File: src/rtl/quadrature_mouse_report_macros.svh
// ----------------------------------------------------------------------------
// quadrature_mouse_report_macros.svh
// Assertion macros shared by the mouse report block.
// ----------------------------------------------------------------------------
`ifndef QUADRATURE_MOUSE_REPORT_MACROS_SVH
`define QUADRATURE_MOUSE_REPORT_MACROS_SVH

// same-cycle implication, checked only out of reset
`define QMR_ASSERT_NOW(label, ante, cons, msg) \
    label: assert property (@(posedge aclk) disable iff (!aresetn) \
        (ante) |-> (cons)) else $error(msg);

// next-cycle implication, checked only out of reset
`define QMR_ASSERT_NEXT(label, ante, cons, msg) \
    label: assert property (@(posedge aclk) disable iff (!aresetn) \
        (ante) |=> (cons)) else $error(msg);

`endif

File: src/rtl/qmr_pkg.sv
`timescale 1ns / 1ps
// ----------------------------------------------------------------------------
// qmr_pkg
// Types, constants and the transition table for the mouse report block.
// ----------------------------------------------------------------------------
package qmr_pkg;

    // step decoded from one phase transition: -1, 0 or +1
    typedef logic signed [1:0] step_t;

    localparam step_t STEP_UP   = 2'sd1;
    localparam step_t STEP_DOWN = -2'sd1;
    localparam step_t STEP_NONE = 2'sd0;

    // index is {previous phase, current phase}
    localparam step_t STEP_TABLE [16] = '{
        STEP_NONE, STEP_DOWN, STEP_UP,   STEP_NONE,
        STEP_UP,   STEP_NONE, STEP_NONE, STEP_DOWN,
        STEP_DOWN, STEP_NONE, STEP_NONE, STEP_UP,
        STEP_NONE, STEP_UP,   STEP_DOWN, STEP_NONE
    };

    localparam int SCALE_W   = 3;
    localparam int ACCUM_W   = 8;
    localparam int BUTTON_W  = 3;
    localparam int PADDR_W   = 2;
    localparam int PDATA_W   = 32;

    localparam logic [SCALE_W-1:0] COUNT_SCALE_RESET = 3'd2;
    localparam logic [PADDR_W-1:0] ADDR_COUNT_SCALE  = 2'd0;

    // button bit positions in the report
    localparam int BTN_LEFT   = 0;
    localparam int BTN_MIDDLE = 1;
    localparam int BTN_RIGHT  = 2;

    // one registered input beat
    typedef struct packed {
        logic [1:0] h_phase;
        logic [1:0] v_phase;
        logic       left_pin;
        logic       middle_pin;
        logic       right_pin;
        logic       report_request;
    } sample_t;

    // per-axis control from the top level
    typedef struct packed {
        logic advance;  // consume the registered sample
        logic clear;    // report issued, restart the count
    } axis_ctrl_t;

endpackage

File: src/rtl/quadrature_mouse_report.sv
`timescale 1ns / 1ps
// ----------------------------------------------------------------------------
// quadrature_mouse_report
// Two-axis quadrature decoder with a three-button relative mouse report.
// ----------------------------------------------------------------------------
// One pin sample is taken per clock with no bubbles unless a report sample
// stalls. A beat is captured in an input register. Once it advances, it is
// decoded and accumulated, and any report it requests is loaded into the
// output register at the same edge as the accumulators, which offers it on
// the result channel. Throughput is one sample per cycle while no report is
// stalled, set by the combinational table lookup and 8-bit add per axis;
// samples that request no report never wait on the result channel, while a
// report waits only when the output register still holds an untaken report.
// count_scale sits at byte address 0 and resets to 2.
module quadrature_mouse_report (
    input  logic                                aclk,
    input  logic                                aresetn,
    // sample channel
    input  logic                                s_valid,
    output logic                                s_ready,
    input  logic                                s_h_phase_a,
    input  logic                                s_h_phase_b,
    input  logic                                s_v_phase_a,
    input  logic                                s_v_phase_b,
    input  logic                                s_left_pin,
    input  logic                                s_middle_pin,
    input  logic                                s_right_pin,
    input  logic                                s_report_request,
    // report channel
    output logic                                m_valid,
    input  logic                                m_ready,
    output logic signed [qmr_pkg::ACCUM_W-1:0]  m_delta_x,
    output logic signed [qmr_pkg::ACCUM_W-1:0]  m_delta_y,
    output logic [qmr_pkg::BUTTON_W-1:0]        m_button_bits,
    // configuration
    input  logic                                psel,
    input  logic                                penable,
    input  logic                                pwrite,
    input  logic [qmr_pkg::PADDR_W-1:0]         paddr,
    input  logic [qmr_pkg::PDATA_W-1:0]         pwdata,
    output logic [qmr_pkg::PDATA_W-1:0]         prdata,
    output logic                                pready
);
    import qmr_pkg::*;
    `include "quadrature_mouse_report_macros.svh"

    logic                       in_valid_reg;
    sample_t                    in_sample_reg;
    logic                       m_valid_reg;
    logic signed [ACCUM_W-1:0]  delta_x_reg;
    logic signed [ACCUM_W-1:0]  delta_y_reg;
    logic [BUTTON_W-1:0]        buttons_reg;
    logic [BUTTON_W-1:0]        buttons;
    logic [SCALE_W-1:0]         count_scale;
    logic signed [ACCUM_W-1:0]  delta_x;
    logic signed [ACCUM_W-1:0]  delta_y;
    logic                       advance;
    logic                       report;
    axis_ctrl_t                 axis_ctrl;

    // configuration
    qmr_regs u_regs (
        .aclk        (aclk),
        .aresetn     (aresetn),
        .psel        (psel),
        .penable     (penable),
        .pwrite      (pwrite),
        .paddr       (paddr),
        .pwdata      (pwdata),
        .prdata      (prdata),
        .pready      (pready),
        .count_scale (count_scale)
    );

    // registered sample moves on unless a report finds the output full
    assign report    = in_valid_reg && in_sample_reg.report_request;
    assign advance   = in_valid_reg &&
                       (!in_sample_reg.report_request || !m_valid_reg || m_ready);
    assign s_ready   = !in_valid_reg || advance;
    assign axis_ctrl = '{advance: advance, clear: report};

    // input register
    always_ff @(posedge aclk) begin
        if (!aresetn) begin
            in_valid_reg <= 1'b0;
        end else if (s_ready) begin
            in_valid_reg <= s_valid;
        end
    end

    always_ff @(posedge aclk) begin
        if (s_ready && s_valid) begin
            in_sample_reg <= '{
                h_phase:        {s_h_phase_a, s_h_phase_b},
                v_phase:        {s_v_phase_a, s_v_phase_b},
                left_pin:       s_left_pin,
                middle_pin:     s_middle_pin,
                right_pin:      s_right_pin,
                report_request: s_report_request
            };
        end
    end

    // axis decoders
    qmr_axis u_axis_x (
        .aclk    (aclk),
        .aresetn (aresetn),
        .ctrl    (axis_ctrl),
        .phase   (in_sample_reg.h_phase),
        .scale   (count_scale),
        .delta   (delta_x)
    );

    qmr_axis u_axis_y (
        .aclk    (aclk),
        .aresetn (aresetn),
        .ctrl    (axis_ctrl),
        .phase   (in_sample_reg.v_phase),
        .scale   (count_scale),
        .delta   (delta_y)
    );

    // buttons are active low on the pins
    always_comb begin
        buttons             = '0;
        buttons[BTN_LEFT]   = !in_sample_reg.left_pin;
        buttons[BTN_MIDDLE] = !in_sample_reg.middle_pin;
        buttons[BTN_RIGHT]  = !in_sample_reg.right_pin;
    end

    // output register
    always_ff @(posedge aclk) begin
        if (!aresetn) begin
            m_valid_reg <= 1'b0;
        end else if (advance && report) begin
            m_valid_reg <= 1'b1;
        end else if (m_ready) begin
            m_valid_reg <= 1'b0;
        end
    end

    always_ff @(posedge aclk) begin
        if (advance && report) begin
            delta_x_reg <= delta_x;
            delta_y_reg <= delta_y;
            buttons_reg <= buttons;
        end
    end

    assign m_valid       = m_valid_reg;
    assign m_delta_x     = delta_x_reg;
    assign m_delta_y     = delta_y_reg;
    assign m_button_bits = buttons_reg;

    // checks
    `QMR_ASSERT_NEXT(a_report_loads_output, advance && report, m_valid_reg,
        "report beat did not reach the output register")
    `QMR_ASSERT_NEXT(a_blocked_sample_held, in_valid_reg && !advance, in_valid_reg,
        "blocked sample was dropped from the input register")
    `QMR_ASSERT_NOW(a_empty_input_ready, !in_valid_reg, s_ready,
        "input register empty but sample channel not ready")
    `QMR_ASSERT_NOW(a_stall_only_on_report, in_valid_reg && !advance,
        in_sample_reg.report_request && m_valid_reg && !m_ready,
        "sample stalled without a pending report")

endmodule

File: src/rtl/qmr_axis.sv
`timescale 1ns / 1ps
// ----------------------------------------------------------------------------
// qmr_axis
// One quadrature axis: transition lookup, scaling and 8-bit wrap accumulator.
// ----------------------------------------------------------------------------
module qmr_axis (
    input  logic                          aclk,
    input  logic                          aresetn,
    input  qmr_pkg::axis_ctrl_t           ctrl,
    input  logic [1:0]                    phase,
    input  logic [qmr_pkg::SCALE_W-1:0]   scale,
    output logic signed [qmr_pkg::ACCUM_W-1:0] delta
);
    import qmr_pkg::*;

    logic [1:0]                prev_reg;
    logic signed [ACCUM_W-1:0] accum_reg;
    logic [3:0]                idx;
    step_t                     step;
    logic signed [ACCUM_W-1:0] incr;
    logic [ACCUM_W-1:0]        scale_ext;

    // transition lookup
    assign idx       = {prev_reg, phase};
    assign step      = STEP_TABLE[idx];
    assign scale_ext = {{(ACCUM_W-SCALE_W){1'b0}}, scale};

    // step times scale is just +scale, -scale or zero
    always_comb begin
        case (step)
            STEP_UP:   incr = $signed(scale_ext);
            STEP_DOWN: incr = -$signed(scale_ext);
            default:   incr = '0;
        endcase
    end

    // count including the current sample, wraps modulo 256
    assign delta = accum_reg + incr;

    always_ff @(posedge aclk) begin
        if (!aresetn) begin
            prev_reg  <= '0;
            accum_reg <= '0;
        end else if (ctrl.advance) begin
            prev_reg  <= phase;
            accum_reg <= ctrl.clear ? '0 : delta;
        end
    end

endmodule

File: src/rtl/qmr_regs.sv
`timescale 1ns / 1ps
// ----------------------------------------------------------------------------
// qmr_regs
// APB register file holding the count scale.
// ----------------------------------------------------------------------------
module qmr_regs (
    input  logic                          aclk,
    input  logic                          aresetn,
    input  logic                          psel,
    input  logic                          penable,
    input  logic                          pwrite,
    input  logic [qmr_pkg::PADDR_W-1:0]   paddr,
    input  logic [qmr_pkg::PDATA_W-1:0]   pwdata,
    output logic [qmr_pkg::PDATA_W-1:0]   prdata,
    output logic                          pready,
    output logic [qmr_pkg::SCALE_W-1:0]   count_scale
);
    import qmr_pkg::*;

    logic [SCALE_W-1:0] count_scale_reg;
    logic               wr_en;

    assign pready = 1'b1;
    assign wr_en  = psel && penable && pwrite && (paddr == ADDR_COUNT_SCALE);

    always_ff @(posedge aclk) begin
        if (!aresetn) begin
            count_scale_reg <= COUNT_SCALE_RESET;
        end else if (wr_en) begin
            count_scale_reg <= pwdata[SCALE_W-1:0];
        end
    end

    // read back
    always_comb begin
        unique case (paddr)
            ADDR_COUNT_SCALE: prdata = {{(PDATA_W-SCALE_W){1'b0}}, count_scale_reg};
            default:          prdata = '0;
        endcase
    end

    assign count_scale = count_scale_reg;

endmodule

File: config.mk
export PLATFORM = sky130hd
export DESIGN_NAME = quadrature_mouse_report
export DESIGN_NICKNAME = d
export VERILOG_FILES = /design/src/rtl/qmr_pkg.sv /design/src/rtl/quadrature_mouse_report.sv /design/src/rtl/qmr_axis.sv /design/src/rtl/qmr_regs.sv
export VERILOG_INCLUDE_DIRS = /design/src /design/src/rtl
export SDC_FILE = /design/constraint.sdc
export NUM_CORES = 1
export LEC_CHECK = 0
export ABC_AREA = 1
export CAP_MARGIN = 10
export CORE_MARGIN = 1
export CORE_UTILIZATION = 50
export DETAILED_ROUTE_END_ITERATION = 7
export DONT_BUFFER_PORTS = 1
export MAX_ROUTING_LAYER = met4
export PLACE_DENSITY = 0.68
export SETUP_SLACK_MARGIN = 0.1
export SYNTH_ARGS = -nofsm -noshare
export SYNTH_HDL_FRONTEND = slang
export SYNTH_HIERARCHICAL = 1
export SYNTH_SLANG_ARGS = --single-unit
File: constraint.sdc
create_clock -name aclk -period 2.87 [get_ports aclk]
set_input_delay 0.1435 -clock aclk [delete_from_list [all_inputs] [get_ports aclk]]
set_output_delay 0.1435 -clock aclk [all_outputs]
set_load 0.02 [all_outputs]
==> results of run 1 <==
[layout make-up]
| type | count | share of cell area [%] |
|---|---|---|
| clock buffers | 5 | 1.88 |
| clock inverters | 3 | 0.513 |
| inverters | 59 | 6.46 |
| multi-input cells | 275 | 46.6 |
| flip-flops and latches | 52 | 35.8 |
| well taps | 77 | 2.63 |
| repair buffers | 26 | 6.09 |
[power groups by stage]
stage,sequential [µW],clock (µW),combinational (µW)
6_report,867,417,380
5_1_grt,872,468,430
4_1_cts,866,434,346
3_5_place_dp,884,0,325
3_3_place_gp,883,0,315
2_1_floorplan,874,0,302
[routing by layer]
layer | wire [µm] | part of all wire [%]
met5 | 0 | 0
met4 | 70 | 1.2
met3 | 236 | 4.0
met2 | 2800 | 47
met1 | 2790 | 47
[worst register-to-register path, delay by kind of cell, from the launching register on]
kind / cells / cell delay (ns)
flops: 1 / 0.43
xor+xnor: 1 / 0.14
simple gates: 6 / 0.49
compound gates: 4 / 0.53
buf+inv: 4 / 0.43
fa+ha+maj: 2 / 0.49
[logic make-up after synthesis]
family          count (synthesis)
compound gates                 38
buf+inv                        91
flops                          52
xor+xnor                        8
simple gates                  171
other cells                     2
fa+ha+maj                      28
[synthesized netlist by cell type, drive strengths merged]
library cell  instances
a21boi                1
a21oi                26
a31oi                 2
and2                  2
buf                  32
clkinv                2
conb                  2
dfxtp                25
edfxtp               27
fa                    2
ha                   26
inv                  57
nand2               103
nand3                42
nor2                 22
nor3                  2
o21ai                 9
xnor2                 2
xor2                  6
[worst paths after layout]
kind | endpoint | slack [ns]
min reg2reg | u_axis_x/accum_reg[5]$_SDFFE_PN0P_ | 0.48
max reg2reg | u_axis_y/accum_reg[5]$_SDFFE_PN0P_ | 0.28
min | m_valid$_SDFFE_PN0P_ | 0.03
max | u_axis_y/accum_reg[5]$_SDFFE_PN0P_ | 0.28
[placed cells by master, fill, tap and decap left out, drive strengths merged]
cell           n
clkbuf         5
buf           15
and2           2
clkinv         5
xor2           6
nor3           2
conb          30
nand2        103
a31oi          2
nor2          22
a21boi         1
fa             2
dfxtp         25
xnor2          2
inv           57
o21ai          9
nand3         42
dlygate4sd3   11
edfxtp        27
ha            26
a21oi         26
[per-stage QoR]
step / instance area, µm² / hold slack [ns] / setup slack, ns
floorplan: 3400 / 0.228 / 0.321
finish: 3660 / 0.0327 / 0.283
CTS: 3540 / 0.0261 / 0.102
detailed placement: 3300 / 0.235 / 0.0720
global placement: 3300 / 0.233 / 0.143
global route: 3660 / 0.0310 / 0.0844
[repair_timing]
action                                  in CTS  in global routing
hold endpoints to repair                    17                  0
gates resized for setup                      1                 25
endpoints found under the setup margin       8                 19
pin swaps                                    1                  6
setup buffers                                5                  4
hold buffers                                11                  0
==> impl_metrics.json, run 1 <==
{
  "final_nets": 496,
  "arrival_ns": 2.83,
  "clk_latency_ns": 0.31,
  "drc": 0,
  "die_width_um": 83.2,
  "yosysTopAreaCellShare_pct": 24.6,
  "synth_area_um2": 3300,
  "cts.sinks": 52,
  "min_path_cells": 3,
  "seq_area_um2": 1310,
  "hp-start": "m_ready",
  "crit_top_cell": "nand2_1",
  "synthSimpleGateAreaFrac_pct": 25.9,
  "critPathBufInv": 4,
  "io_buffers": 0,
  "synth_compound_area_share_pct": 6.26,
  "cts_root_buf": "clkbuf_8",
  "leakagePower_uw": 0.00171,
  "endpoint_kind": "flip-flop",
  "cts.clk_slew.worst_paths_ns": 0.09,
  "yosys.area.top_type": "edfxtp_1",
  "vdd_drop_max_mv": 0.318,
  "nFillCells": 549,
  "stdcell_count": 497,
  "h-tree-depth": 2,
  "switching_share_pct": 31.6,
  "relSlewSlack_pct": 50.3,
  "syn_to_final_growth_pct": 10.9,
  "path_cells": "inv_2 -> ha_4 -> inv_1 -> nand2_1 -> nand3_1 -> nand2_2 -> inv_2 -> nand2_2 -> o21ai_2 -> ha_1 -> a21oi_1 -> nand2_1 -> buf_4 -> a31oi_2 -> xnor2_2 -> nand2_1 -> a21oi_1",
  "grt.busiest_layer": "met2",
  "synth_area_leaders": "edfxtp_1, dfxtp_1, nand2_1",
  "synth.avg_cell_area_um2": 8.46,
  "power_switching_uw": 525,
  "ys_seq_area_share_pct": 39.7,
  "drtAntennaViolNets": 0,
  "setup_tns_ns": 0,
  "yosys_warnings": 6,
  "power_density_nw_per_um2": 455,
  "pwr-share-seq_pct": 52.1,
  "place.gp.congestion": 0.832,
  "die_area_um2": 6930,
  "grt_pass1_vias": 2240,
  "synth_cells": 390,
  "worst-path-stages": 17,
  "synth-seq-cells": 52,
  "p_int_uw": 1140,
  "start_util_pct": 52.0,
  "grt_pass1_wl_mm": 9.84,
  "ff2ff_path_depth": 17,
  "ioPinCount": 103,
  "drv_slew": 0,
  "wl_per_cell_um": 11.9,
  "outcome": "complete, no violations",
  "drt_iter0_drc": 82,
  "rows": 29,
  "maxCapViolCount": 0,
  "cp-startpoint": "in_sample_reg[4]$_DFFE_PP_",
  "crit_required_ns": 3.11,
  "synth_top_family_by_area": "simple AND/OR/NAND/NOR gates",
  "die_y_um": 83.2,
  "critPathKind": "flip-flop to flip-flop",
  "worstMarginPinSlew_ns": 0.745,
  "routed_wl_mm": 5.90,
  "fin_util_pct": 57.6,
  "grt.met1_usage_pct": 22.6,
  "fmax_mhz": 387,
  "synth_xor_xnor_area_share_pct": 2.12,
  "cts_max_path_buffers": 2,
  "p_clk_share_pct": 25.1,
  "grt_max_degree": 17,
  "rsz0062_at_grt": "yes",
  "fin_crit_sh_pct": 90.1,
  "post-place-cells": 469,
  "grt_usage_pct": 18.3,
  "post-dp-hpwl_mm": 4.19,
  "cts_made_buffers": 5,
  "cpMaxStageDelayCell": "edfxtp_1",
  "combPwrFrac_pct": 22.9,
  "vias": 2404,
  "critPathMaxStageDelay_ns": 0.43,
  "fin_worst_skew_ns": 0.00347,
  "min_path_type": "primary input to flip-flop",
  "avgViaCountPerCell": 4.84,
  "cts_tree": "done",
  "worstPathMaxFanout": 4,
  "n_antenna_cell": 0,
  "drt_first_pass_iters": 4,
  "synthDistinctLibCells": 28,
  "grtUsageMet2_pct": 29.8,
  "overflow": 0,
  "core_area_um2": 6350,
  "total_power_uw": 1660,
  "setup_viol_count_final": 0,
  "antenna_found_initial": 0,
  "crit_family": "compound AO/OA/AOI/OAI gates",
  "r2r_start": "in_sample_reg[4]$_DFFE_PP_",
  "synthAdderAreaFrac_pct": 11.1,
  "hold_viol_final": 0,
  "synth_mux_area_share_pct": 0,
  "min_period_ns": 2.59,
  "start_kind": "flip-flop",
  "grt_use_met3_pct": 4.37,
  "multi_input_area_um2": 1700,
  "drive_above_1_share_pct": 19.8
}
Power figures use the tool's default switching activity.
==> inputs of run 2 (changes only) <==
--- a/config.mk
+++ b/config.mk
@@ -9,11 +9,11 @@
 export ABC_AREA = 1
 export CAP_MARGIN = 10
 export CORE_MARGIN = 1
-export CORE_UTILIZATION = 50
+export CORE_UTILIZATION = 60
 export DETAILED_ROUTE_END_ITERATION = 7
 export DONT_BUFFER_PORTS = 1
 export MAX_ROUTING_LAYER = met4
-export PLACE_DENSITY = 0.68
+export PLACE_DENSITY = 0.79
 export SETUP_SLACK_MARGIN = 0.1
 export SYNTH_ARGS = -nofsm -noshare
 export SYNTH_HDL_FRONTEND = slang
==> impl_metrics.json, run 2 (same netlist as run 1, synthesis figures left out) <==
{
  "critPathKind": "flip-flop to flip-flop",
  "syn_to_final_growth_pct": 12.5,
  "r2r_start": "in_sample_reg[5]$_DFFE_PP_",
  "maxCapViolCount": 0,
  "h-tree-depth": 2,
  "place.gp.congestion": 0.800,
  "cts_tree": "done",
  "endpoint_kind": "flip-flop",
  "ff2ff_path_depth": 19,
  "drt_first_pass_iters": 4,
  "r2r_slack_ns": 0.20,
  "routed_wl_mm": 6.17,
  "stdcell_count": 495,
  "rsz0062_at_grt": "yes",
  "worstPathMaxFanout": 4,
  "layout_commonest_cell": "nand2_1",
  "dpl_worst_slack_ns": 0.0812,
  "multi_input_area_um2": 1700,
  "grtUsageMet2_pct": 38.4,
  "critPathMaxStageDelay_ns": 0.42,
  "cts_made_buffers": 5,
  "fmax_mhz": 375,
  "min_path_type": "primary input to flip-flop",
  "cp-startpoint": "in_sample_reg[5]$_DFFE_PP_",
  "crit_family": "simple AND/OR/NAND/NOR gates",
  "fin_util_pct": 71.3,
  "hold_viol_final": 0,
  "p_int_uw": 1260,
  "outcome": "complete, no violations",
  "drv_slew": 0,
  "avgViaCountPerCell": 5.10,
  "post-place-cells": 460,
  "grt_use_met3_pct": 5.03,
  "grt_usage_pct": 20.8,
  "cts_max_path_buffers": 2,
  "die_area_um2": 5800,
  "pwr-share-seq_pct": 48.6,
  "grt_pass1_wl_mm": 9.45,
  "die_width_um": 76.2,
  "final_nets": 501,
  "overflow": 0,
  "vias": 2523,
  "fin_ws_ns": 0.200,
  "rows": 26,
  "die_y_um": 76.2,
  "crit_top_cell": "nand2_1",
  "post-dp-hpwl_mm": 4.21,
  "ioPinCount": 103,
  "cpMaxStageDelayCell": "edfxtp_1",
  "n_antenna_cell": 0,
  "vdd_drop_max_mv": 0.268,
  "setup_tns_ns": 0,
  "drc": 0,
  "clk_latency_ns": 0.31,
  "drt_iter0_drc": 118,
  "cts.sinks": 52,
  "drtAntennaViolNets": 0,
  "antenna_found_initial": 0,
  "start_kind": "flip-flop",
  "hp-start": "s_valid",
  "arrival_ns": 2.74,
  "min_path_cells": 2,
  "grt.met1_usage_pct": 22.8,
  "power_switching_uw": 528,
  "crit_required_ns": 2.94,
  "critPathBufInv": 3,
  "nFillCells": 399,
  "start_util_pct": 63.4,
  "fin_crit_sh_pct": 93.0,
  "core_area_um2": 5200,
  "whs_ns": 0.0143,
  "cts_root_buf": "clkbuf_8",
  "fin_worst_skew_ns": 0.00614,
  "worst-path-stages": 19,
  "grt_max_degree": 20,
  "final_cell_mix": "nand2_1, inv_1, conb_1",
  "setup_viol_count_final": 0,
  "path_cells": "buf_4 -> buf_4 -> ha_1 -> nand2_1 -> nand3_1 -> nand2_2 -> nor2_4 -> nand2_1 -> o21ai_1 -> buf_4 -> fa_2 -> nand3_1 -> nand3_2 -> nand2_1 -> nand2_1 -> nand2_1 -> nand2_1 -> nand2_1 -> nand2_1",
  "min_period_ns": 2.67,
  "drive_above_1_share_pct": 20.2,
  "power_density_nw_per_um2": 481,
  "relSlewSlack_pct": 49.5,
  "seq_area_um2": 1310,
  "combPwrFrac_pct": 22.0,
  "io_buffers": 0,
  "worstMarginPinSlew_ns": 0.757,
  "grt_pass1_vias": 2236,
  "switching_share_pct": 29.6,
  "wl_per_cell_um": 12.5,
  "leakagePower_uw": 0.00174,
  "cts.clk_slew.worst_paths_ns": 0.09,
  "grt.busiest_layer": "met2",
  "p_clk_share_pct": 29.3
}
-- run 2: cell count changes in the layout (fill, tap and decap cells not counted), sizes merged --
cell / delta
clkinv: -2
buf: +6
dlygate4sd3: -1
clkbuf: +1
bufinv: +1
-- run 2: what timing repair did --
action | 4_1_cts | 5_1_grt
hold buffers | 10 | 0
hold endpoints to repair | 17 | 0
buffers inserted | 2 | 15
pin swaps | 0 | 11
setup endpoints to repair | 6 | 13
resized for setup | 1 | 25
-- run 2: worst paths after layout --
| path | endpoint |
|---|---|
| worst max-delay path | m_delta_y[6]$_DFFE_PP_ |
| worst min register to register | u_axis_x/accum_reg[6]$_SDFFE_PN0P_ |
| worst max register to register | m_delta_y[6]$_DFFE_PP_ |
| worst min-delay path | in_valid_reg$_SDFFE_PN0P_ |
-- run 2: per-layer routing --
layer | vias up | routed length (µm)
met5 | - | 0
met4 | 0 | 83
met3 | 8 | 339
met2 | 81 | 3210
met1 | 1174 | 2530
li1 | 1260 | -
-- run 2: through the flow --
step                instance area [µm²]  total power [µW]
floorplan                          3400              1180
global placement                   3280              1190
detailed placement                 3280              1210
CTS                                3510              1730
global route                       3710              1860
finish                             3710              1790
-- run 2: layout make-up --
| cell class | count | area share (%) |
|---|---|---|
| multi-input cells | 275 | 45.9 |
| flip-flops and latches | 52 | 35.3 |
| repair buffers | 31 | 6.94 |
| inverters | 59 | 6.37 |
| well taps | 70 | 2.36 |
| clock buffers | 6 | 2.22 |
| clock inverters | 2 | 0.910 |
-- run 2: power by group through the flow --
stage / Combinational [µW] / Sequential [µW] / Clock, µW
2_1_floorplan: 302 / 874 / 0
3_3_place_gp: 308 / 883 / 0
3_5_place_dp: 323 / 885 / 0
4_1_cts: 339 / 868 / 526
5_1_grt: 434 / 873 / 555
6_report: 394 / 868 / 524
